### src/dac_pkg.sv
// Shared types, constants and angle table for the DEM aspect classifier.
package dac_pkg;

  localparam int ELEV_BITS          = 24;
  localparam int CORDIC_STAGES_DEF  = 18;
  localparam int GRAD_W             = ELEV_BITS + 3;
  localparam int PRESCALE           = 56 - ELEV_BITS;
  localparam int FRAC               = 28;
  localparam int CORDIC_W           = GRAD_W + PRESCALE + 2;
  localparam int ANGLE_W            = 46;
  localparam int CD_W               = 16;
  localparam int CFG_IDX_W          = 2;
  localparam int CFG_DATA_W         = 24;

  localparam logic [CFG_IDX_W-1:0] REG_ASPECT_MODE = CFG_IDX_W'(0);
  localparam logic [CFG_IDX_W-1:0] REG_NULL_ELEV   = CFG_IDX_W'(1);

  localparam logic [1:0] MODE_STEEP = 2'd1;
  localparam logic [1:0] MODE_HORN  = 2'd2;
  localparam logic [1:0] MODE_RESET = MODE_STEEP;
  localparam logic signed [ELEV_BITS-1:0] NULL_RESET = -ELEV_BITS'(9999);

  localparam logic [7:0] CODE_NE   = 8'd1;
  localparam logic [7:0] CODE_E    = 8'd2;
  localparam logic [7:0] CODE_SE   = 8'd4;
  localparam logic [7:0] CODE_S    = 8'd8;
  localparam logic [7:0] CODE_SW   = 8'd16;
  localparam logic [7:0] CODE_W    = 8'd32;
  localparam logic [7:0] CODE_NW   = 8'd64;
  localparam logic [7:0] CODE_N    = 8'd128;
  localparam logic [7:0] CLASS_FLAT = 8'd255;
  localparam logic [7:0] CLASS_NULL = 8'd0;

  localparam logic signed [ANGLE_W-1:0] Q_DEG90  = ANGLE_W'(64'd9000 << FRAC);
  localparam logic signed [ANGLE_W-1:0] Q_DEG180 = ANGLE_W'(64'd18000 << FRAC);
  localparam logic signed [ANGLE_W-1:0] Q_DEG450 = ANGLE_W'(64'd45000 << FRAC);
  localparam logic signed [ANGLE_W-1:0] Q_HALF   = ANGLE_W'(64'd1 << (FRAC - 1));
  localparam logic [CD_W-1:0]           CD_FULL  = CD_W'(36000);

  localparam logic [63:0] PI_Q60         = 64'h3243F6A8885A308D;
  localparam logic [63:0] CD_PER_RAD_Q20 = 64'd6007897930;

  typedef struct packed {
    logic signed [ELEV_BITS-1:0] elev_center;
    logic signed [ELEV_BITS-1:0] elev_west;
    logic signed [ELEV_BITS-1:0] elev_east;
    logic signed [ELEV_BITS-1:0] elev_north;
    logic signed [ELEV_BITS-1:0] elev_south;
    logic signed [ELEV_BITS-1:0] elev_northeast;
    logic signed [ELEV_BITS-1:0] elev_northwest;
    logic signed [ELEV_BITS-1:0] elev_southwest;
    logic signed [ELEV_BITS-1:0] elev_southeast;
  } in_t;

  typedef struct packed {
    logic [7:0]      aspect_class;
    logic [CD_W-1:0] aspect_centideg;
    logic            is_null;
  } out_t;

  // Per-item sideband that rides along the rotation chain
  typedef struct packed {
    logic       is_null;
    logic [1:0] mode;
    logic [7:0] cls;
  } side_t;

  typedef struct packed {
    logic signed [CORDIC_W-1:0] x;
    logic signed [CORDIC_W-1:0] y;
    logic signed [ANGLE_W-1:0]  z;
    logic                       freeze;
  } rot_t;

  // atan(2^-idx) in centidegrees with FRAC fraction bits, from a Q62 series
  function automatic logic [63:0] stage_angle(input int idx);
    logic [63:0] r;
    r = 64'd0;
    if (idx == 0) begin
      r = PI_Q60;
    end else begin
      if (1 * idx <= 62)  r = r + ((64'd1 << (62 - 1 * idx)) / 64'd1);
      if (3 * idx <= 62)  r = r - ((64'd1 << (62 - 3 * idx)) / 64'd3);
      if (5 * idx <= 62)  r = r + ((64'd1 << (62 - 5 * idx)) / 64'd5);
      if (7 * idx <= 62)  r = r - ((64'd1 << (62 - 7 * idx)) / 64'd7);
      if (9 * idx <= 62)  r = r + ((64'd1 << (62 - 9 * idx)) / 64'd9);
      if (11 * idx <= 62) r = r - ((64'd1 << (62 - 11 * idx)) / 64'd11);
      if (13 * idx <= 62) r = r + ((64'd1 << (62 - 13 * idx)) / 64'd13);
      if (15 * idx <= 62) r = r - ((64'd1 << (62 - 15 * idx)) / 64'd15);
      if (17 * idx <= 62) r = r + ((64'd1 << (62 - 17 * idx)) / 64'd17);
      if (19 * idx <= 62) r = r - ((64'd1 << (62 - 19 * idx)) / 64'd19);
      if (21 * idx <= 62) r = r + ((64'd1 << (62 - 21 * idx)) / 64'd21);
      if (23 * idx <= 62) r = r - ((64'd1 << (62 - 23 * idx)) / 64'd23);
      if (25 * idx <= 62) r = r + ((64'd1 << (62 - 25 * idx)) / 64'd25);
      if (27 * idx <= 62) r = r - ((64'd1 << (62 - 27 * idx)) / 64'd27);
      if (29 * idx <= 62) r = r + ((64'd1 << (62 - 29 * idx)) / 64'd29);
      if (31 * idx <= 62) r = r - ((64'd1 << (62 - 31 * idx)) / 64'd31);
      if (33 * idx <= 62) r = r + ((64'd1 << (62 - 33 * idx)) / 64'd33);
      if (35 * idx <= 62) r = r - ((64'd1 << (62 - 35 * idx)) / 64'd35);
      if (37 * idx <= 62) r = r + ((64'd1 << (62 - 37 * idx)) / 64'd37);
      if (39 * idx <= 62) r = r - ((64'd1 << (62 - 39 * idx)) / 64'd39);
      if (41 * idx <= 62) r = r + ((64'd1 << (62 - 41 * idx)) / 64'd41);
      if (43 * idx <= 62) r = r - ((64'd1 << (62 - 43 * idx)) / 64'd43);
      if (45 * idx <= 62) r = r + ((64'd1 << (62 - 45 * idx)) / 64'd45);
      if (47 * idx <= 62) r = r - ((64'd1 << (62 - 47 * idx)) / 64'd47);
      if (49 * idx <= 62) r = r + ((64'd1 << (62 - 49 * idx)) / 64'd49);
      if (51 * idx <= 62) r = r - ((64'd1 << (62 - 51 * idx)) / 64'd51);
      if (53 * idx <= 62) r = r + ((64'd1 << (62 - 53 * idx)) / 64'd53);
      if (55 * idx <= 62) r = r - ((64'd1 << (62 - 55 * idx)) / 64'd55);
      if (57 * idx <= 62) r = r + ((64'd1 << (62 - 57 * idx)) / 64'd57);
      if (59 * idx <= 62) r = r - ((64'd1 << (62 - 59 * idx)) / 64'd59);
      if (61 * idx <= 62) r = r + ((64'd1 << (62 - 61 * idx)) / 64'd61);
    end
    return ((r >> 34) * CD_PER_RAD_Q20) >> 20;
  endfunction

  function automatic logic [7:0] sector_class(input logic [CD_W-1:0] cd);
    logic [7:0] c;
    if (cd < CD_W'(2250))       c = CODE_N;
    else if (cd < CD_W'(6750))  c = CODE_NE;
    else if (cd < CD_W'(11250)) c = CODE_E;
    else if (cd < CD_W'(15750)) c = CODE_SE;
    else if (cd < CD_W'(20250)) c = CODE_S;
    else if (cd < CD_W'(24750)) c = CODE_SW;
    else if (cd < CD_W'(29250)) c = CODE_W;
    else if (cd < CD_W'(33750)) c = CODE_NW;
    else                        c = CODE_N;
    return c;
  endfunction

endpackage

### src/dac_post.sv
// Last two stages: map to north-based angle, round to centidegrees, pick the sector in Horn mode, else pass the class.
module dac_post (
  input  logic                               clk_i,
  input  logic [1:0]                         en_i,
  input  logic signed [dac_pkg::ANGLE_W-1:0] theta_i,
  input  dac_pkg::side_t                     side_i,
  output dac_pkg::out_t                      out_o
);

  localparam int AW = dac_pkg::ANGLE_W;
  localparam int CDW = dac_pkg::CD_W;
  localparam int FR = dac_pkg::FRAC;

  logic signed [AW-1:0] cell0, cell1, cell_d, cell_q, rnd;
  logic [CDW-1:0]       cd_raw, cd;
  dac_pkg::side_t       side_q;
  dac_pkg::out_t        out_d, out_q;

  always_comb begin
    cell0  = dac_pkg::Q_DEG90 - theta_i;
    cell1  = dac_pkg::Q_DEG450 - theta_i;
    // theta stays within a half turn of 90 degrees, so one wrap suffices
    cell_d = cell0[AW-1] ? cell1 : cell0;
  end

  always_comb begin
    rnd    = cell_q + dac_pkg::Q_HALF;
    cd_raw = rnd[FR+CDW-1:FR];
    cd     = (cd_raw == dac_pkg::CD_FULL) ? '0 : cd_raw;
    out_d.is_null = side_q.is_null;
    if (!side_q.is_null && side_q.mode == dac_pkg::MODE_HORN) begin
      out_d.aspect_class    = dac_pkg::sector_class(cd);
      out_d.aspect_centideg = cd;
    end else begin
      out_d.aspect_class    = side_q.cls;
      out_d.aspect_centideg = '0;
    end
  end

  always_ff @(posedge clk_i) begin
    if (en_i[0]) begin
      cell_q <= cell_d;
      side_q <= side_i;
    end
    if (en_i[1]) begin
      out_q <= out_d;
    end
  end

  assign out_o = out_q;

endmodule

### config.mk
export PLATFORM = sky130hd
export DESIGN_NAME = dac_post
export DESIGN_NICKNAME = d
export VERILOG_FILES = /design/src/dac_pkg.sv /design/src/dac_post.sv
export SDC_FILE = /design/constraint.sdc
export NUM_CORES = 1
export LEC_CHECK = 0
export BUFFER_PORTS_ARGS = -buffer_cell sky130_fd_sc_hd__buf_2
export CORE_ASPECT_RATIO = 0.75
export CORE_MARGIN = 4
export CORE_UTILIZATION = 50
export DETAILED_ROUTE_END_ITERATION = 6
export GPL_TIMING_DRIVEN = 0
export PLACE_DENSITY = 0.84
export SYNTH_ARGS = -nofsm -noshare
export SYNTH_HDL_FRONTEND = slang
export SYNTH_SLANG_ARGS = --single-unit
### constraint.sdc
create_clock -name clk_i -period 3.71 [get_ports clk_i]
set_clock_uncertainty 0.05 [all_clocks]
set_input_delay 0.742 -clock clk_i [delete_from_list [all_inputs] [get_ports clk_i]]
set_output_delay 0.742 -clock clk_i [all_outputs]
set_load 0.1 [all_outputs]
==> results.toml <==
[floorplanning]
rows = 26
die_h_um = 80.8
start_util_pct = 51.7
die_area_mm2 = 0.00849
core_area_mm2 = 0.00683
die_w_um = 105
pin_count = 85

[setup_path]
start_kind = "flip-flop"
critPathKind = "flip-flop to flip-flop"
reg2regPathDepth = 9
cp_max_fo = 9
crit_path_end_kind = "flip-flop"
critical_path_arrival_ns = 3.09
cpPeakStageDelay_ns = 0.50
cp_slowest_cell = "edfxtp_1"
cp_cell_sequence = "ha_1, nand4_1, nor3_1, nand3_1, xor2_1, nand2_1, nor4b_1, o31ai_2, a32o_1"
r2r_slack_ns = 0.65
r2r-end = "out_o[22]"
timing.rr.start = "cell_q[28]"
required_ns = 3.74

[layout]
antenna_cells = 0
final_util_pct = 60.6
drive_gt1_share_pct = 28.4
mostFrequentLayoutCells = "buf_2, edfxtp_1, nor2_1"
nNetsFinal = 496
final_common_cell = "buf_2"
syn2layout_area_growth_pct = 17.2

[sta]
holdWs_ns = 0.453
rsz0062_at_grt = "false"
slew_headroom_pct = 46.7
fin_crit_sh_pct = 82.5
fin_tns_setup_ns = 0
finalSetupViolations = 0
fmax_mhz = 327
finalCriticalPeriod_ns = 3.06
finalHoldViolations = 0
tightest_slew_ns = 0.797
slew_violations = 0

[clock_network]
holdBufCountCts = 0
clk_pin_slew_worst_paths_ns = 0.10
cts_setup_buffers = 0
root_buffer = "clkbuf_8"
clk_latency_ns = 0.31
cts.sinks = 53
numCtsBuffers = 5
ctsHtreeMaxLevel = 2
clockBufferDepth = 2
cts_tree = "done"
cts.repair.resized = 0

[grt]
grt_pass1_vias = 2873
grt_overflow = 0
grt_util_all_layers_pct = 18.8
antenna_found_initial = 0
grt_pass1_wl_mm = 13.0
grt_max_degree = 29

[route]
wire_per_inst_um = 15.0
drc = 0
ant_nets = 0
via_per_inst = 5.81
drt_pass1_iterations = 5
dr_total_vias = 3020
drtIter0Drc = 203
drt_wl_total_mm = 7.82

[job]
cap_violations = 0

[logic_synthesis]
ys.flop_type = "edfxtp_1"
synth.top_cells.by_area = "edfxtp_1, xnor2_1, nor2_1"
yosysTopAreaCell = "edfxtp_1"
synth-async-reset-ratio_pct = 0
yosysSeqAreaShare_pct = 45.0
synth_nets = 406
ys_ff_latch = 53
syn_area_mm2 = 0.00353
synth_top_area_share_pct = 45.0
avgSynthCellArea_um2 = 10.2
synth_edf_count = 53
netlist_instances = 345
yosys_warnings = 0
synth_cell_types = 70

[place]
gp_congestion = 0.850
dp.final_hpwl_mm = 6.30
io_buffers = 83

[power_and_ir_drop]
vdd_drop_max_v = 0.000154
leakage_uw = 0.00159
power.total_uw = 1550
p_per_area_mw_per_mm2 = 373

[worst_hold_path]
hold_depth = 0
min_to = "out_o[0]"
worstHoldStart = "out_d[0]"
hold_class = "flip-flop to flip-flop"

[run_status]
status = "completed"
[synth_stat cells (6+ instances only)]
master    number
a21oi_1       12
nor3_1        11
nand4_1        9
nand3_1        8
a31oi_1        7
and4_1         6
inv_1          8
o21ai_0       17
edfxtp_1      53
xor2_1        14
nand2_1       24
nor2_1        38
buf_2          7
nor4_1         9
xnor2_1       20
[metrics by stage]
| step | area (um^2) | instances | setup WS, ns |
|---|---|---|---|
| floorplan | 3530 | 345 | 1.01 |
| global placement | 4050 | 512 | 0.565 |
| detailed placement | 4050 | 512 | 0.516 |
| CTS | 4140 | 520 | 0.670 |
| global route | 4140 | 520 | 0.468 |
| finish | 4140 | 520 | 0.647 |
[worst max path at each step]
stage / depth (start not counted) / endpoint / slack [ns] / start
6_report: 9 / out_o[22] / 0.65 / cell_q[28]
5_1_grt: 9 / out_o[22] / 0.47 / cell_q[28]
4_1_cts: 9 / out_o[22] / 0.67 / cell_q[28]
3_5_place_dp: 9 / cell_q[41] / 0.52 / theta_i[22]
3_3_place_gp: 9 / cell_q[41] / 0.57 / theta_i[26]
2_1_floorplan: 8 / cell_q[41] / 1.01 / theta_i[11]
[power by group]
part	total [uW]	switching, uW	internal [uW]
logic	487	333	154
clock network	314	181	133
registers	745	27.8	718
total	1550	541	1010
[cell families after synthesis]
family,share of synthesized area (%)
AOI/OAI and AO/OA,18.0
xor gates and xnor gates,9.35
adders and majority gates,0.354
buffers and inverters,3.72
DFF,45.0
muxes,0.850
and+or+nand+nor,22.7
[metal layers]
layer	wire, um	global-route usage (%)	share of wire [%]
met4	103	4.98	1.3
met5	0	0	0
met1	3420	23.7	44
met3	565	4.05	7.2
met2	3730	33.4	48
[registers in the layout, indices dropped and copies added, names as in the netlist]
name    count
out_o      25
cell_q     17
side_q     10
out_d       1
[layout make-up]
class,instances,area (um^2)
Timing Repair Buffer,83,415
Buffer,16,101
Clock buffer,6,72.6
Fill cell,595,2690
Inverter,8,30.0
Sequential cell,53,1590
Clock inverter,2,15.0
Multi-Input combinational cell,268,1810
Tap cell,84,105
[critical path: cells and delay by family (launching register included)]
family          cells  cell delay, ns
fa+ha+maj           1            0.34
compound gates      2            0.38
simple gates        5            1.21
flops               1            0.50
xor+xnor            1            0.36
No activity file was read; power rests on OpenSTA's default activity.
