$ cat src/dac_pkg.sv
// Shared types, constants and angle table for the DEM aspect classifier.
package dac_pkg;

  localparam int ELEV_BITS          = 24;
  localparam int CORDIC_STAGES_DEF  = 18;
  localparam int GRAD_W             = ELEV_BITS + 3;
  localparam int PRESCALE           = 56 - ELEV_BITS;
  localparam int FRAC               = 28;
  localparam int CORDIC_W           = GRAD_W + PRESCALE + 2;
  localparam int ANGLE_W            = 46;
  localparam int CD_W               = 16;
  localparam int CFG_IDX_W          = 2;
  localparam int CFG_DATA_W         = 24;

  localparam logic [CFG_IDX_W-1:0] REG_ASPECT_MODE = CFG_IDX_W'(0);
  localparam logic [CFG_IDX_W-1:0] REG_NULL_ELEV   = CFG_IDX_W'(1);

  localparam logic [1:0] MODE_STEEP = 2'd1;
  localparam logic [1:0] MODE_HORN  = 2'd2;
  localparam logic [1:0] MODE_RESET = MODE_STEEP;
  localparam logic signed [ELEV_BITS-1:0] NULL_RESET = -ELEV_BITS'(9999);

  localparam logic [7:0] CODE_NE   = 8'd1;
  localparam logic [7:0] CODE_E    = 8'd2;
  localparam logic [7:0] CODE_SE   = 8'd4;
  localparam logic [7:0] CODE_S    = 8'd8;
  localparam logic [7:0] CODE_SW   = 8'd16;
  localparam logic [7:0] CODE_W    = 8'd32;
  localparam logic [7:0] CODE_NW   = 8'd64;
  localparam logic [7:0] CODE_N    = 8'd128;
  localparam logic [7:0] CLASS_FLAT = 8'd255;
  localparam logic [7:0] CLASS_NULL = 8'd0;

  localparam logic signed [ANGLE_W-1:0] Q_DEG90  = ANGLE_W'(64'd9000 << FRAC);
  localparam logic signed [ANGLE_W-1:0] Q_DEG180 = ANGLE_W'(64'd18000 << FRAC);
  localparam logic signed [ANGLE_W-1:0] Q_DEG450 = ANGLE_W'(64'd45000 << FRAC);
  localparam logic signed [ANGLE_W-1:0] Q_HALF   = ANGLE_W'(64'd1 << (FRAC - 1));
  localparam logic [CD_W-1:0]           CD_FULL  = CD_W'(36000);

  localparam logic [63:0] PI_Q60         = 64'h3243F6A8885A308D;
  localparam logic [63:0] CD_PER_RAD_Q20 = 64'd6007897930;

  typedef struct packed {
    logic signed [ELEV_BITS-1:0] elev_center;
    logic signed [ELEV_BITS-1:0] elev_west;
    logic signed [ELEV_BITS-1:0] elev_east;
    logic signed [ELEV_BITS-1:0] elev_north;
    logic signed [ELEV_BITS-1:0] elev_south;
    logic signed [ELEV_BITS-1:0] elev_northeast;
    logic signed [ELEV_BITS-1:0] elev_northwest;
    logic signed [ELEV_BITS-1:0] elev_southwest;
    logic signed [ELEV_BITS-1:0] elev_southeast;
  } in_t;

  typedef struct packed {
    logic [7:0]      aspect_class;
    logic [CD_W-1:0] aspect_centideg;
    logic            is_null;
  } out_t;

  // Per-item sideband that rides along the rotation chain
  typedef struct packed {
    logic       is_null;
    logic [1:0] mode;
    logic [7:0] cls;
  } side_t;

  typedef struct packed {
    logic signed [CORDIC_W-1:0] x;
    logic signed [CORDIC_W-1:0] y;
    logic signed [ANGLE_W-1:0]  z;
    logic                       freeze;
  } rot_t;

  // atan(2^-idx) in centidegrees with FRAC fraction bits, from a Q62 series
  function automatic logic [63:0] stage_angle(input int idx);
    logic [63:0] r;
    r = 64'd0;
    if (idx == 0) begin
      r = PI_Q60;
    end else begin
      if (1 * idx <= 62)  r = r + ((64'd1 << (62 - 1 * idx)) / 64'd1);
      if (3 * idx <= 62)  r = r - ((64'd1 << (62 - 3 * idx)) / 64'd3);
      if (5 * idx <= 62)  r = r + ((64'd1 << (62 - 5 * idx)) / 64'd5);
      if (7 * idx <= 62)  r = r - ((64'd1 << (62 - 7 * idx)) / 64'd7);
      if (9 * idx <= 62)  r = r + ((64'd1 << (62 - 9 * idx)) / 64'd9);
      if (11 * idx <= 62) r = r - ((64'd1 << (62 - 11 * idx)) / 64'd11);
      if (13 * idx <= 62) r = r + ((64'd1 << (62 - 13 * idx)) / 64'd13);
      if (15 * idx <= 62) r = r - ((64'd1 << (62 - 15 * idx)) / 64'd15);
      if (17 * idx <= 62) r = r + ((64'd1 << (62 - 17 * idx)) / 64'd17);
      if (19 * idx <= 62) r = r - ((64'd1 << (62 - 19 * idx)) / 64'd19);
      if (21 * idx <= 62) r = r + ((64'd1 << (62 - 21 * idx)) / 64'd21);
      if (23 * idx <= 62) r = r - ((64'd1 << (62 - 23 * idx)) / 64'd23);
      if (25 * idx <= 62) r = r + ((64'd1 << (62 - 25 * idx)) / 64'd25);
      if (27 * idx <= 62) r = r - ((64'd1 << (62 - 27 * idx)) / 64'd27);
      if (29 * idx <= 62) r = r + ((64'd1 << (62 - 29 * idx)) / 64'd29);
      if (31 * idx <= 62) r = r - ((64'd1 << (62 - 31 * idx)) / 64'd31);
      if (33 * idx <= 62) r = r + ((64'd1 << (62 - 33 * idx)) / 64'd33);
      if (35 * idx <= 62) r = r - ((64'd1 << (62 - 35 * idx)) / 64'd35);
      if (37 * idx <= 62) r = r + ((64'd1 << (62 - 37 * idx)) / 64'd37);
      if (39 * idx <= 62) r = r - ((64'd1 << (62 - 39 * idx)) / 64'd39);
      if (41 * idx <= 62) r = r + ((64'd1 << (62 - 41 * idx)) / 64'd41);
      if (43 * idx <= 62) r = r - ((64'd1 << (62 - 43 * idx)) / 64'd43);
      if (45 * idx <= 62) r = r + ((64'd1 << (62 - 45 * idx)) / 64'd45);
      if (47 * idx <= 62) r = r - ((64'd1 << (62 - 47 * idx)) / 64'd47);
      if (49 * idx <= 62) r = r + ((64'd1 << (62 - 49 * idx)) / 64'd49);
      if (51 * idx <= 62) r = r - ((64'd1 << (62 - 51 * idx)) / 64'd51);
      if (53 * idx <= 62) r = r + ((64'd1 << (62 - 53 * idx)) / 64'd53);
      if (55 * idx <= 62) r = r - ((64'd1 << (62 - 55 * idx)) / 64'd55);
      if (57 * idx <= 62) r = r + ((64'd1 << (62 - 57 * idx)) / 64'd57);
      if (59 * idx <= 62) r = r - ((64'd1 << (62 - 59 * idx)) / 64'd59);
      if (61 * idx <= 62) r = r + ((64'd1 << (62 - 61 * idx)) / 64'd61);
    end
    return ((r >> 34) * CD_PER_RAD_Q20) >> 20;
  endfunction

  function automatic logic [7:0] sector_class(input logic [CD_W-1:0] cd);
    logic [7:0] c;
    if (cd < CD_W'(2250))       c = CODE_N;
    else if (cd < CD_W'(6750))  c = CODE_NE;
    else if (cd < CD_W'(11250)) c = CODE_E;
    else if (cd < CD_W'(15750)) c = CODE_SE;
    else if (cd < CD_W'(20250)) c = CODE_S;
    else if (cd < CD_W'(24750)) c = CODE_SW;
    else if (cd < CD_W'(29250)) c = CODE_W;
    else if (cd < CD_W'(33750)) c = CODE_NW;
    else                        c = CODE_N;
    return c;
  endfunction

endpackage

$ cat src/dac_prep.sv
// Second stage: axis shortcuts, half-plane fold and prescale ahead of the rotations.
module dac_prep (
  input  logic                              clk_i,
  input  logic                              en_i,
  input  logic signed [dac_pkg::GRAD_W-1:0] x_i,
  input  logic signed [dac_pkg::GRAD_W-1:0] y_i,
  input  dac_pkg::side_t                    side_i,
  output dac_pkg::rot_t                     rot_o,
  output dac_pkg::side_t                    side_o
);

  localparam int GW = dac_pkg::GRAD_W;
  localparam int CW = dac_pkg::CORDIC_W;

  logic signed [GW:0] xw, yw, xs, ys;
  dac_pkg::rot_t      rot_d, rot_q;
  dac_pkg::side_t     side_q;

  always_comb begin
    xw = (GW + 1)'(x_i);
    yw = (GW + 1)'(y_i);
    xs = xw;
    ys = yw;
    rot_d.freeze = 1'b0;
    rot_d.z      = '0;
    if (y_i == '0) begin
      rot_d.freeze = 1'b1;
      rot_d.z      = (x_i > GW'(0)) ? '0 : dac_pkg::Q_DEG180;
    end else if (x_i == '0) begin
      rot_d.freeze = 1'b1;
      rot_d.z      = (y_i > GW'(0)) ? dac_pkg::Q_DEG90 : -dac_pkg::Q_DEG90;
    end else if (x_i < GW'(0)) begin
      // fold into the right half-plane, add half a turn
      xs      = -xw;
      ys      = -yw;
      rot_d.z = dac_pkg::Q_DEG180;
    end
    rot_d.x = CW'(xs) <<< dac_pkg::PRESCALE;
    rot_d.y = CW'(ys) <<< dac_pkg::PRESCALE;
  end

  always_ff @(posedge clk_i) begin
    if (en_i) begin
      rot_q  <= rot_d;
      side_q <= side_i;
    end
  end

  assign rot_o  = rot_q;
  assign side_o = side_q;

endmodule

$ cat config.mk
export PLATFORM = sky130hd
export DESIGN_NAME = dac_prep
export DESIGN_NICKNAME = d
export VERILOG_FILES = /design/src/dac_pkg.sv /design/src/dac_prep.sv
export SDC_FILE = /design/constraint.sdc
export NUM_CORES = 1
export LEC_CHECK = 0
export BUFFER_PORTS_ARGS = -buffer_cell sky130_fd_sc_hd__buf_2
export CORE_ASPECT_RATIO = 2
export CORE_MARGIN = 4
export CORE_UTILIZATION = 45
export DETAILED_ROUTE_END_ITERATION = 8
export GPL_TIMING_DRIVEN = 0
export HOLD_SLACK_MARGIN = 0.15
export PLACE_DENSITY = 0.82
export SKIP_LAST_GASP = 1
export SYNTH_ARGS = -nofsm -noshare
export SYNTH_HDL_FRONTEND = slang
export SYNTH_SLANG_ARGS = --single-unit
$ cat constraint.sdc
create_clock -name clk_i -period 2.55 [get_ports clk_i]
set_input_delay 0.255 -clock clk_i [delete_from_list [all_inputs] [get_ports clk_i]]
set_output_delay 0.255 -clock clk_i [all_outputs]
set_load 0.03 [all_outputs]
==> key figures <==
Power
  • Sequential share of power: 38.3%
  • Switching Share: 29.9%
  • Clk pwr share: between 30% and 40%
  • Comb pwr share: 25.3%
  • Switching power: 0.00116 W
  • Pleak: 2.85 nW
  • Max IR drop VDD: 312 uV
  • Design Power: 0.00389 W
  • PwrDens: 649 nW/um2
  • Power Internal: 0.00273 W

Yosys
  • Largest family of logic cells by synthesized area: buffers and inverters
  • Synth Flop Type: edfxtp_1
  • Post-synth cell types: 38
  • Syn. warnings: 0
  • FFs w/ async S/R, synth: 0%
  • Syn Inst Count: 384
  • Adder-Cell Fraction of Synth Area: less than 1%
  • Synth Area in Simple Gates: 10.7%
  • Synth cell count leaders: buf_4 (109), edfxtp_1 (73), xnor2_1 (33)
  • EDFF count, synth: 73
  • Synth Register Bits: 73
  • Sequential fraction of the synthesis area: between 50% and 60%
  • Synth area leaders: edfxtp_1 (51%), buf_4 (19%), xnor2_1 (6.7%)
  • Mean Syn Cell Area: around 11 um2
  • Mux contribution to synthesized area: 0.261%
  • Cell Area, Synth: 4310 um2
  • Synth Area in XOR/XNOR: 9.56%
  • Yosys top cell by area: edfxtp_1
  • Post-synth top area share: 50.9%
  • Most common cell in the synthesized netlist: buf_4
  • Compound-Gate Fraction of Synth Area: about 7.7%

Place
  • DP Wirelength: about 9000 um
  • RePlAce Congestion: 0.780
  • Port bufs: 150

Clock network
  • CTS clk-pin slew, worst paths: 0.05 ns
  • H-tree levels: 3
  • TritonCTS clock tree: yes
  • CTS Sinks: 73
  • TritonCTS Buffers: 9
  • Cell at the root of the clock tree: clkbuf_16
  • Maximum clock path buffer count: 2

Worst hold path
  • Worst hold endpoint: rot_o[79]$_DFFE_PP_
  • Hold Crit Class: in2reg
  • Hold path cells: 1
  • Hold Startpoint: y_i[0]

Route
  • Remaining DRCs: 0
  • Met1 WL: 3480 um
  • Via Count: 3490
  • Via density per instance: 4.60
  • First-pass iteration count of the detailed router: 4
  • Total wire length: approximately 11000 um
  • Wire length on met3: 910 um
  • Met2 wire length: ~6200 um
  • Antenna-violating nets left: 0
  • DR top layer: met4
  • Wire per inst: 14.8 um
  • Iter 0 DRT Violations: 124

Flow run
  • Max-cap viol count: 0

STA
  • Unrepaired setup endpoints after global routing: no
  • Hold Slack: 0.174 ns
  • Fmax: 422 MHz
  • Min cycle time layout: roughly 2.4 ns
  • Final hold viol count: 0
  • Slew @ Worst Pin: 0.920 ns
  • Normalized max-slew margin: 38.1%
  • Slew Limit Fails: 0
  • Finish-stage setup viols: 0
  • Part of the cycle the worst path needs: 92.9%

Critical path
  • Critical Path End Type: register
  • Critical path type: in2reg
  • CP Data Arrival Time: around 2.4 ns
  • Critical Path Fanout Max: 10
  • Crit path launch: y_i[1]
  • CP Data Required Time: ~2.6 ns
  • Crit start category: primary input

Run status
  • Status: complete, no violations

Global route
  • Total gr overflow: 0
  • All-Layer GR Usage: 19.7%
  • First-pass GRT wire length: roughly 17000 um
  • Vias in the first global route: 3682
  • Largest net degree at the start of global routing: 74
  • Initial antenna violation count: 0

Final layout
  • Synth-to-layout area growth: 39.2%
  • Share of layout cells above drive strength 1: between 40% and 50%
  • Nets@finish: about 700
  • ANT cells: 0

Die
  • CORE AREA: 9380 um2
  • Die Ht: 146 um
  • Die Area: 11300 um2
  • Die width: 77.2 um
  • Core Rows: 50
  • Initial Util: between 40% and 50%
  • Io pins: ~250
-- cells in the final DEF (no fill, tap or decap), drive strengths merged, types with 2 or more instances in the layout --
master | Yosys | final
or4 | 9 | 9
and3 | 3 | 3
edfxtp | 73 | 73
o21ai | 17 | 17
xnor2 | 33 | 33
bufinv | 0 | 3
inv | 8 | 10
nand3 | 6 | 6
nor4 | 5 | 5
clkinv | 0 | 2
and2 | 3 | 3
a31oi | 4 | 4
o41ai | 3 | 3
nand2 | 22 | 22
clkbuf | 4 | 13
conb | 1 | 95
dlygate4sd3 | 0 | 11
o31ai | 10 | 10
nor4b | 2 | 2
a21oi | 11 | 11
nor2 | 21 | 21
xor2 | 14 | 14
nor3 | 9 | 9
nand2b | 4 | 4
buf | 111 | 261
ha | 2 | 2
-- final cells by class --
type / count / area [um2]
timing repair buffer: 161 / 863
tap: 104 / 130
inverter: 8 / 30.0
buffer: 115 / 842
clock buffer: 9 / 225
clock inverter: 7 / 116
fill: 760 / 3390
multi-input combinational: 282 / 1600
sequential: 73 / 2190
-- power by group through the flow --
stage,logic [W],registers (W),clock network (W)
after global placement,0.000944,0.00151,0
after global routing,0.00104,0.00150,0.00149
after floorplan,0.000463,0.00175,0
after CTS,0.000977,0.00149,0.00144
final,0.000985,0.00149,0.00142
after detailed placement,0.000961,0.00152,0
-- layer usage --
metal	vias up	track usage [%]
li1	1680	-
met1	1562	17.3
met5	-	0
met3	42	4.44
met4	0	14.1
met2	206	37.6
-- per-stage QoR --
stage | instances | TNS [ns] | area (um2) | worst slack, ns | util, %
2_1_floorplan | 478 | 0 | 4660 | 0.392 | -
3_3_place_gp | 732 | -1.18 | 5540 | -0.126 | 59.0
3_5_place_dp | 732 | -2.06 | 5540 | -0.160 | 59.0
4_1_cts | 759 | 0 | 5990 | 0.158 | 63.9
5_1_grt | 759 | 0 | 5990 | 0.0166 | 63.9
6_report | 759 | 0 | 5990 | 0.182 | 63.9
-- critical path, cell delays in order --
cell and delay [ns]:
buf_2 0.12, inv_1 0.07, ha_1 0.17, nor4b_1 0.61, nand4b_1 0.32, o21ai_2 0.38, buf_4 0.26, a21oi_1 0.07
xor2_1 0.18
-- state kept, by name (all words and copies together) (netlist names) --
signal  flops
rot_o      62
side_o     11
-- worst max-delay path by stage --
stage / end / slack [ns] / depth (start not counted)
after global placement: rot_o[92]$_DFFE_PP_ / -0.13 / 9
after floorplan: rot_o[147]$_DFFE_PP_ / 0.39 / 6
after detailed placement: rot_o[147]$_DFFE_PP_ / -0.16 / 9
after global routing: rot_o[92]$_DFFE_PP_ / 0.02 / 9
after CTS: rot_o[147]$_DFFE_PP_ / 0.16 / 9
final: rot_o[92]$_DFFE_PP_ / 0.18 / 9
-- cell families (layout without fill, tap and decap cells) --
family / after synthesis / in the layout
AO/OA/AOI/OAI: 48 / 48
XOR/XNOR: 47 / 47
multiplexers: 1 / 1
other: 1 / 95
buffers and inverters: 123 / 300
flip-flops: 73 / 73
adder cells (fa/ha/maj): 2 / 2
AND/OR/NAND/NOR: 89 / 89
-- timing repair --
action | CTS | global route
endpoints found under the hold margin | 11 | 0
gates resized for setup | 0 | 0
hold buffers | 11 | 0
buffers inserted | 0 | 0
(Power assumes the default switching activity.)
