File: config.mk
export PLATFORM = sky130hd
export DESIGN_NAME = dac_cordic_cell
export DESIGN_NICKNAME = d
export VERILOG_FILES = /design/src/dac_pkg.sv /design/src/dac_cordic_cell.sv
export SDC_FILE = /design/constraint.sdc
export NUM_CORES = 1
export LEC_CHECK = 0
export BUFFER_PORTS_ARGS = -buffer_cell sky130_fd_sc_hd__buf_2
export CAP_MARGIN = 20
export CORE_AREA = 2 2 209 170
export DETAILED_ROUTE_END_ITERATION = 7
export DIE_AREA = 0 0 211 172
export PLACE_DENSITY_LB_ADDON = 0.25
export SLEW_MARGIN = 20
export SYNTH_ARGS = -nofsm -noshare
export SYNTH_HDL_FRONTEND = slang
export SYNTH_SLANG_ARGS = --single-unit
File: constraint.sdc
create_clock -name clk_i -period 14.2 [get_ports clk_i]
set_input_delay 1.42 -clock clk_i [delete_from_list [all_inputs] [get_ports clk_i]]
set_output_delay 1.42 -clock clk_i [all_outputs]
set_load 0.03 [all_outputs]
File: src/dac_pkg.sv
// Shared types, constants and angle table for the DEM aspect classifier.
package dac_pkg;

  localparam int ELEV_BITS          = 24;
  localparam int CORDIC_STAGES_DEF  = 18;
  localparam int GRAD_W             = ELEV_BITS + 3;
  localparam int PRESCALE           = 56 - ELEV_BITS;
  localparam int FRAC               = 28;
  localparam int CORDIC_W           = GRAD_W + PRESCALE + 2;
  localparam int ANGLE_W            = 46;
  localparam int CD_W               = 16;
  localparam int CFG_IDX_W          = 2;
  localparam int CFG_DATA_W         = 24;

  localparam logic [CFG_IDX_W-1:0] REG_ASPECT_MODE = CFG_IDX_W'(0);
  localparam logic [CFG_IDX_W-1:0] REG_NULL_ELEV   = CFG_IDX_W'(1);

  localparam logic [1:0] MODE_STEEP = 2'd1;
  localparam logic [1:0] MODE_HORN  = 2'd2;
  localparam logic [1:0] MODE_RESET = MODE_STEEP;
  localparam logic signed [ELEV_BITS-1:0] NULL_RESET = -ELEV_BITS'(9999);

  localparam logic [7:0] CODE_NE   = 8'd1;
  localparam logic [7:0] CODE_E    = 8'd2;
  localparam logic [7:0] CODE_SE   = 8'd4;
  localparam logic [7:0] CODE_S    = 8'd8;
  localparam logic [7:0] CODE_SW   = 8'd16;
  localparam logic [7:0] CODE_W    = 8'd32;
  localparam logic [7:0] CODE_NW   = 8'd64;
  localparam logic [7:0] CODE_N    = 8'd128;
  localparam logic [7:0] CLASS_FLAT = 8'd255;
  localparam logic [7:0] CLASS_NULL = 8'd0;

  localparam logic signed [ANGLE_W-1:0] Q_DEG90  = ANGLE_W'(64'd9000 << FRAC);
  localparam logic signed [ANGLE_W-1:0] Q_DEG180 = ANGLE_W'(64'd18000 << FRAC);
  localparam logic signed [ANGLE_W-1:0] Q_DEG450 = ANGLE_W'(64'd45000 << FRAC);
  localparam logic signed [ANGLE_W-1:0] Q_HALF   = ANGLE_W'(64'd1 << (FRAC - 1));
  localparam logic [CD_W-1:0]           CD_FULL  = CD_W'(36000);

  localparam logic [63:0] PI_Q60         = 64'h3243F6A8885A308D;
  localparam logic [63:0] CD_PER_RAD_Q20 = 64'd6007897930;

  typedef struct packed {
    logic signed [ELEV_BITS-1:0] elev_center;
    logic signed [ELEV_BITS-1:0] elev_west;
    logic signed [ELEV_BITS-1:0] elev_east;
    logic signed [ELEV_BITS-1:0] elev_north;
    logic signed [ELEV_BITS-1:0] elev_south;
    logic signed [ELEV_BITS-1:0] elev_northeast;
    logic signed [ELEV_BITS-1:0] elev_northwest;
    logic signed [ELEV_BITS-1:0] elev_southwest;
    logic signed [ELEV_BITS-1:0] elev_southeast;
  } in_t;

  typedef struct packed {
    logic [7:0]      aspect_class;
    logic [CD_W-1:0] aspect_centideg;
    logic            is_null;
  } out_t;

  // Per-item sideband that rides along the rotation chain
  typedef struct packed {
    logic       is_null;
    logic [1:0] mode;
    logic [7:0] cls;
  } side_t;

  typedef struct packed {
    logic signed [CORDIC_W-1:0] x;
    logic signed [CORDIC_W-1:0] y;
    logic signed [ANGLE_W-1:0]  z;
    logic                       freeze;
  } rot_t;

  // atan(2^-idx) in centidegrees with FRAC fraction bits, from a Q62 series
  function automatic logic [63:0] stage_angle(input int idx);
    logic [63:0] r;
    r = 64'd0;
    if (idx == 0) begin
      r = PI_Q60;
    end else begin
      if (1 * idx <= 62)  r = r + ((64'd1 << (62 - 1 * idx)) / 64'd1);
      if (3 * idx <= 62)  r = r - ((64'd1 << (62 - 3 * idx)) / 64'd3);
      if (5 * idx <= 62)  r = r + ((64'd1 << (62 - 5 * idx)) / 64'd5);
      if (7 * idx <= 62)  r = r - ((64'd1 << (62 - 7 * idx)) / 64'd7);
      if (9 * idx <= 62)  r = r + ((64'd1 << (62 - 9 * idx)) / 64'd9);
      if (11 * idx <= 62) r = r - ((64'd1 << (62 - 11 * idx)) / 64'd11);
      if (13 * idx <= 62) r = r + ((64'd1 << (62 - 13 * idx)) / 64'd13);
      if (15 * idx <= 62) r = r - ((64'd1 << (62 - 15 * idx)) / 64'd15);
      if (17 * idx <= 62) r = r + ((64'd1 << (62 - 17 * idx)) / 64'd17);
      if (19 * idx <= 62) r = r - ((64'd1 << (62 - 19 * idx)) / 64'd19);
      if (21 * idx <= 62) r = r + ((64'd1 << (62 - 21 * idx)) / 64'd21);
      if (23 * idx <= 62) r = r - ((64'd1 << (62 - 23 * idx)) / 64'd23);
      if (25 * idx <= 62) r = r + ((64'd1 << (62 - 25 * idx)) / 64'd25);
      if (27 * idx <= 62) r = r - ((64'd1 << (62 - 27 * idx)) / 64'd27);
      if (29 * idx <= 62) r = r + ((64'd1 << (62 - 29 * idx)) / 64'd29);
      if (31 * idx <= 62) r = r - ((64'd1 << (62 - 31 * idx)) / 64'd31);
      if (33 * idx <= 62) r = r + ((64'd1 << (62 - 33 * idx)) / 64'd33);
      if (35 * idx <= 62) r = r - ((64'd1 << (62 - 35 * idx)) / 64'd35);
      if (37 * idx <= 62) r = r + ((64'd1 << (62 - 37 * idx)) / 64'd37);
      if (39 * idx <= 62) r = r - ((64'd1 << (62 - 39 * idx)) / 64'd39);
      if (41 * idx <= 62) r = r + ((64'd1 << (62 - 41 * idx)) / 64'd41);
      if (43 * idx <= 62) r = r - ((64'd1 << (62 - 43 * idx)) / 64'd43);
      if (45 * idx <= 62) r = r + ((64'd1 << (62 - 45 * idx)) / 64'd45);
      if (47 * idx <= 62) r = r - ((64'd1 << (62 - 47 * idx)) / 64'd47);
      if (49 * idx <= 62) r = r + ((64'd1 << (62 - 49 * idx)) / 64'd49);
      if (51 * idx <= 62) r = r - ((64'd1 << (62 - 51 * idx)) / 64'd51);
      if (53 * idx <= 62) r = r + ((64'd1 << (62 - 53 * idx)) / 64'd53);
      if (55 * idx <= 62) r = r - ((64'd1 << (62 - 55 * idx)) / 64'd55);
      if (57 * idx <= 62) r = r + ((64'd1 << (62 - 57 * idx)) / 64'd57);
      if (59 * idx <= 62) r = r - ((64'd1 << (62 - 59 * idx)) / 64'd59);
      if (61 * idx <= 62) r = r + ((64'd1 << (62 - 61 * idx)) / 64'd61);
    end
    return ((r >> 34) * CD_PER_RAD_Q20) >> 20;
  endfunction

  function automatic logic [7:0] sector_class(input logic [CD_W-1:0] cd);
    logic [7:0] c;
    if (cd < CD_W'(2250))       c = CODE_N;
    else if (cd < CD_W'(6750))  c = CODE_NE;
    else if (cd < CD_W'(11250)) c = CODE_E;
    else if (cd < CD_W'(15750)) c = CODE_SE;
    else if (cd < CD_W'(20250)) c = CODE_S;
    else if (cd < CD_W'(24750)) c = CODE_SW;
    else if (cd < CD_W'(29250)) c = CODE_W;
    else if (cd < CD_W'(33750)) c = CODE_NW;
    else                        c = CODE_N;
    return c;
  endfunction

endpackage

File: src/dac_cordic_cell.sv
// One vectoring CORDIC cell: a single rotation toward the x axis per cycle while enabled, none for a frozen beat.
module dac_cordic_cell #(
  parameter int IDX = 0
) (
  input  logic           clk_i,
  input  logic           en_i,
  input  dac_pkg::rot_t  rot_i,
  input  dac_pkg::side_t side_i,
  output dac_pkg::rot_t  rot_o,
  output dac_pkg::side_t side_o
);

  localparam int CW = dac_pkg::CORDIC_W;
  localparam int AW = dac_pkg::ANGLE_W;
  localparam logic signed [AW-1:0] ANGLE = AW'(dac_pkg::stage_angle(IDX));

  logic signed [CW-1:0] x, y, xs, ys;
  logic signed [AW-1:0] z;
  dac_pkg::rot_t        rot_d, rot_q;
  dac_pkg::side_t       side_q;

  always_comb begin
    x  = rot_i.x;
    y  = rot_i.y;
    z  = rot_i.z;
    xs = x >>> IDX;
    ys = y >>> IDX;
    rot_d = rot_i;
    if (!rot_i.freeze) begin
      if (y > CW'(0)) begin
        rot_d.x = x + ys;
        rot_d.y = y - xs;
        rot_d.z = z + ANGLE;
      end else begin
        rot_d.x = x - ys;
        rot_d.y = y + xs;
        rot_d.z = z - ANGLE;
      end
    end
  end

  always_ff @(posedge clk_i) begin
    if (en_i) begin
      rot_q  <= rot_d;
      side_q <= side_i;
    end
  end

  assign rot_o  = rot_q;
  assign side_o = side_q;

endmodule

==> impl_metrics.env <==
export IMPL_cp_data_arrival_time_ns=7.14
export IMPL_ys_types=86
export IMPL_final_net_count=3371
export IMPL_die_height_um=172
export IMPL_cp_end_kind="flip-flop"
export IMPL_power_share_sequential=0.309
export IMPL_grt_util_met1=0.590
export IMPL_drt_first_pass_iters=7
export IMPL_static_leakage_power_nw=10.4
export IMPL_design_die_area_um2=36300
export IMPL_synthesis_instances=2708
export IMPL_cts_clk_slew_worst_paths_ns=0.07
export IMPL_grt_busiest_layer="met2"
export IMPL_fill_cells=2820
export IMPL_maxCapViolCount=0
export IMPL_total_track_usage=0.433
export IMPL_number_of_buffers_added_to_fix_hold_violations_after_cts=0
export IMPL_grt_met3_usage=0.138
export IMPL_boundaryPins=362
export IMPL_final_cell_area_um2=23700
export IMPL_root_buffer="sky130_fd_sc_hd__clkbuf_16"
export IMPL_tritoncts="done"
export IMPL_run_status="completed"
export IMPL_hpwl_um=63300
export IMPL_drt_drc_violations_left=0
export IMPL_place_detailed_instances=3383
export IMPL_flow_area_growth_from_synthesis_pct=11.6
export IMPL_post_synth_top_area_fraction=0.254
export IMPL_share_comb_of_total_power=0.475
export IMPL_cts_buffer_depth=2
export IMPL_power_frac_clock=0.216
export IMPL_top_cells_by_area_synth="sky130_fd_sc_hd__edfxtp_1 25%, sky130_fd_sc_hd__ha_1 13%, sky130_fd_sc_hd__a21oi_1 8.3%, sky130_fd_sc_hd__o21ai_0 5.7%, sky130_fd_sc_hd__xnor2_1 5.6%"
export IMPL_cts_repair_resize_count=0
export IMPL_rows=61
export IMPL_instances_no_fill=3424
export IMPL_slew_violations=0
export IMPL_post_route_period_util=0.487
export IMPL_antenna_found_initial=12
export IMPL_grt_setup_unrepaired="false"
export IMPL_syn_cell_area_um2=21200
export IMPL_crit_path_max_fanout=68
export IMPL_ir_drop_uv=102
export IMPL_hold_viol_final=0
export IMPL_avgSynthCellArea_um2=7.84
export IMPL_grt_overflow_total=0
export IMPL_avgViaCountPerCell=6.72
export IMPL_synth_seq_cells=180
export IMPL_design_power_total_w=0.00223
export IMPL_port_buffer_count=361
export IMPL_floorplan_initialDensity=0.620
export IMPL_place_gp_congestion=1.07
export IMPL_synthMostInstantiatedCell="sky130_fd_sc_hd__a21oi_1"
export IMPL_placement_cell_area_um2=23100
export IMPL_synth_common_cells="353 x sky130_fd_sc_hd__a21oi_1, 255 x sky130_fd_sc_hd__nand2_1, 244 x sky130_fd_sc_hd__o21ai_0"
export IMPL_cts_inserted_buffers=17
export IMPL_finalSetupViolCount=0
export IMPL_max_clock_freq_ghz=0.145
export IMPL_pwr_density_cell_nw_per_um2=94.1
export IMPL_drt_antenna_violating_nets=0
export IMPL_first_global_vias=21400
export IMPL_global_route_wire_length_before_repair_um=121000
export IMPL_cts_htree_levels=4
export IMPL_async_flop_share=0
export IMPL_internal_w=0.00125
export IMPL_chipWidth_um=211
export IMPL_final_setup_tns_ns=0
export IMPL_design_core_area_um2=34300
export IMPL_yosys_warnings=0
export IMPL_drt_wirelength_per_cell_um=23.6
export IMPL_worst_setup_path_start_kind="input pin"
export IMPL_timing_worst_slew_pin_value_ns=1.21
export IMPL_share_of_post_route_cells_with_drive_strength_above_1=0.151
export IMPL_required_time_reported_for_the_critical_path_endpoint_ns=14.42
export IMPL_detail_route_wirelength_um=80900
export IMPL_power_share_switching=0.441
export IMPL_synth_seq_area_share=0.254
export IMPL_cts_repair_timing_setup_buffer_count=0
export IMPL_netSwitchingPower_w=0.000984
export IMPL_synthFlopType="sky130_fd_sc_hd__edfxtp_1"
export IMPL_utilization=0.692
export IMPL_grt_start_max_net_pins=106
export IMPL_min_path_type="in2reg"
export IMPL_vias=23000
export IMPL_timing_max_slew_rel_slack=0.188
export IMPL_cts_sinks=180
export IMPL_drt_first_iter_violations=3571
export IMPL_synth_enable_flop_cells=180
export IMPL_synth_top_cell_by_area="sky130_fd_sc_hd__edfxtp_1"
export IMPL_crit_type="in2reg"
export IMPL_synth_net_count=3118
export IMPL_gr_usage_met2=0.640
export IMPL_shortest_period_the_worst_path_allows_ns=6.92
[registers in the layout, summed over array words and instances (netlist names)]
register  cells
rot_o       169
side_o       11
[through the flow]
stage	setup slack [ns]	hold WS [ns]
after floorplan	7.92	1.52
after global placement	7.27	1.60
after detailed placement	7.15	1.60
after CTS	7.66	1.08
after global routing	6.97	1.09
final	7.28	1.10
[worst paths after layout]
kind                      start  slack [ns]  depth (start not counted)                   to
worst max-delay path  rot_i[92]        7.28                         19  rot_o[40]$_DFFE_PP_
worst min-delay path  side_i[6]        1.10                          1  side_o[6]$_DFFE_PP_
[per-layer routing]
layer	wire length (um)	part of all wire	vias to the layer above
li1	-	-	10400
met1	33300	0.41	10700
met2	33900	0.42	1656
met3	10900	0.13	260
met4	2760	0.034	12
met5	71	0.00088	-
[power groups by stage]
stage | Sequential (W) | Combinational [W] | Clock [W]
global placement | 0.000698 | 0.000994 | 0
floorplan | 0.000835 | 0.000564 | 0
global route | 0.000696 | 0.00112 | 0.000499
detailed placement | 0.000699 | 0.00101 | 0
CTS | 0.000689 | 0.00102 | 0.000484
finish | 0.000690 | 0.00106 | 0.000483
[layout make-up]
class / instances / area, um2 / share of cell area
clock inverter: 14 / 126 / 0.00533
inverter: 199 / 749 / 0.0316
clock buffer: 18 / 429 / 0.0181
tap: 441 / 552 / 0.0233
antenna: 9 / 22.5 / 0.000950
timing repair buffer: 370 / 1890 / 0.0796
sequential: 180 / 5410 / 0.228
multi-input combinational: 2193 / 14500 / 0.613
[cells by family (layout without fill, tap and decap cells)]
family,count (synthesis),in the layout,synth area share
AO/OA/AOI/OAI,1027,1027,0.299
AND/OR/NAND/NOR,730,730,0.160
buffers and inverters,335,601,0.0614
adder cells (fa/ha/maj),228,228,0.136
flip-flops,180,180,0.254
XOR/XNOR,155,155,0.0639
multiplexers,53,53,0.0253
other,0,9,0
[worst max-delay path, stage by stage]
cell and delay, ns:
sky130_fd_sc_hd__buf_2 0.14, sky130_fd_sc_hd__nor4_1 0.95, sky130_fd_sc_hd__nand4_1 0.17, sky130_fd_sc_hd__nor2_1 0.17, sky130_fd_sc_hd__a41o_4 0.63, sky130_fd_sc_hd__inv_4 0.10, sky130_fd_sc_hd__buf_4 0.38, sky130_fd_sc_hd__ha_1 0.50
sky130_fd_sc_hd__and3_1 0.28, sky130_fd_sc_hd__a221oi_1 0.26, sky130_fd_sc_hd__o21ai_0 0.16, sky130_fd_sc_hd__nand3b_1 0.18, sky130_fd_sc_hd__a21oi_1 0.33, sky130_fd_sc_hd__o21ai_1 0.25, sky130_fd_sc_hd__a31o_2 0.32, sky130_fd_sc_hd__o21ai_1 0.36
sky130_fd_sc_hd__o311ai_0 0.20, sky130_fd_sc_hd__xnor2_1 0.17, sky130_fd_sc_hd__o21ai_0 0.10
[cells in the final DEF, fill, tap and decap left out, types with 19 or more instances in the layout]
cell type                  instances
sky130_fd_sc_hd__nand3_1          34
sky130_fd_sc_hd__inv_1           191
sky130_fd_sc_hd__nand2_1         255
sky130_fd_sc_hd__nand2b_1         21
sky130_fd_sc_hd__nor3_1           47
sky130_fd_sc_hd__o21a_1           28
sky130_fd_sc_hd__xnor2_1         136
sky130_fd_sc_hd__nor4_1           28
sky130_fd_sc_hd__xor2_1           19
sky130_fd_sc_hd__o21ai_1          19
sky130_fd_sc_hd__ha_1            224
sky130_fd_sc_hd__buf_2           359
sky130_fd_sc_hd__mux2i_1          47
sky130_fd_sc_hd__o211ai_1         25
sky130_fd_sc_hd__o31ai_1          30
sky130_fd_sc_hd__nor2b_1          20
sky130_fd_sc_hd__nor2_1          197
sky130_fd_sc_hd__edfxtp_1        180
sky130_fd_sc_hd__a31oi_1          24
sky130_fd_sc_hd__a211oi_1         32
sky130_fd_sc_hd__a21oi_1         353
sky130_fd_sc_hd__o21bai_1         68
sky130_fd_sc_hd__nand4_1          60
sky130_fd_sc_hd__a21o_1           84
sky130_fd_sc_hd__o21ai_0         244
No activity file was read; power rests on OpenSTA's default activity.
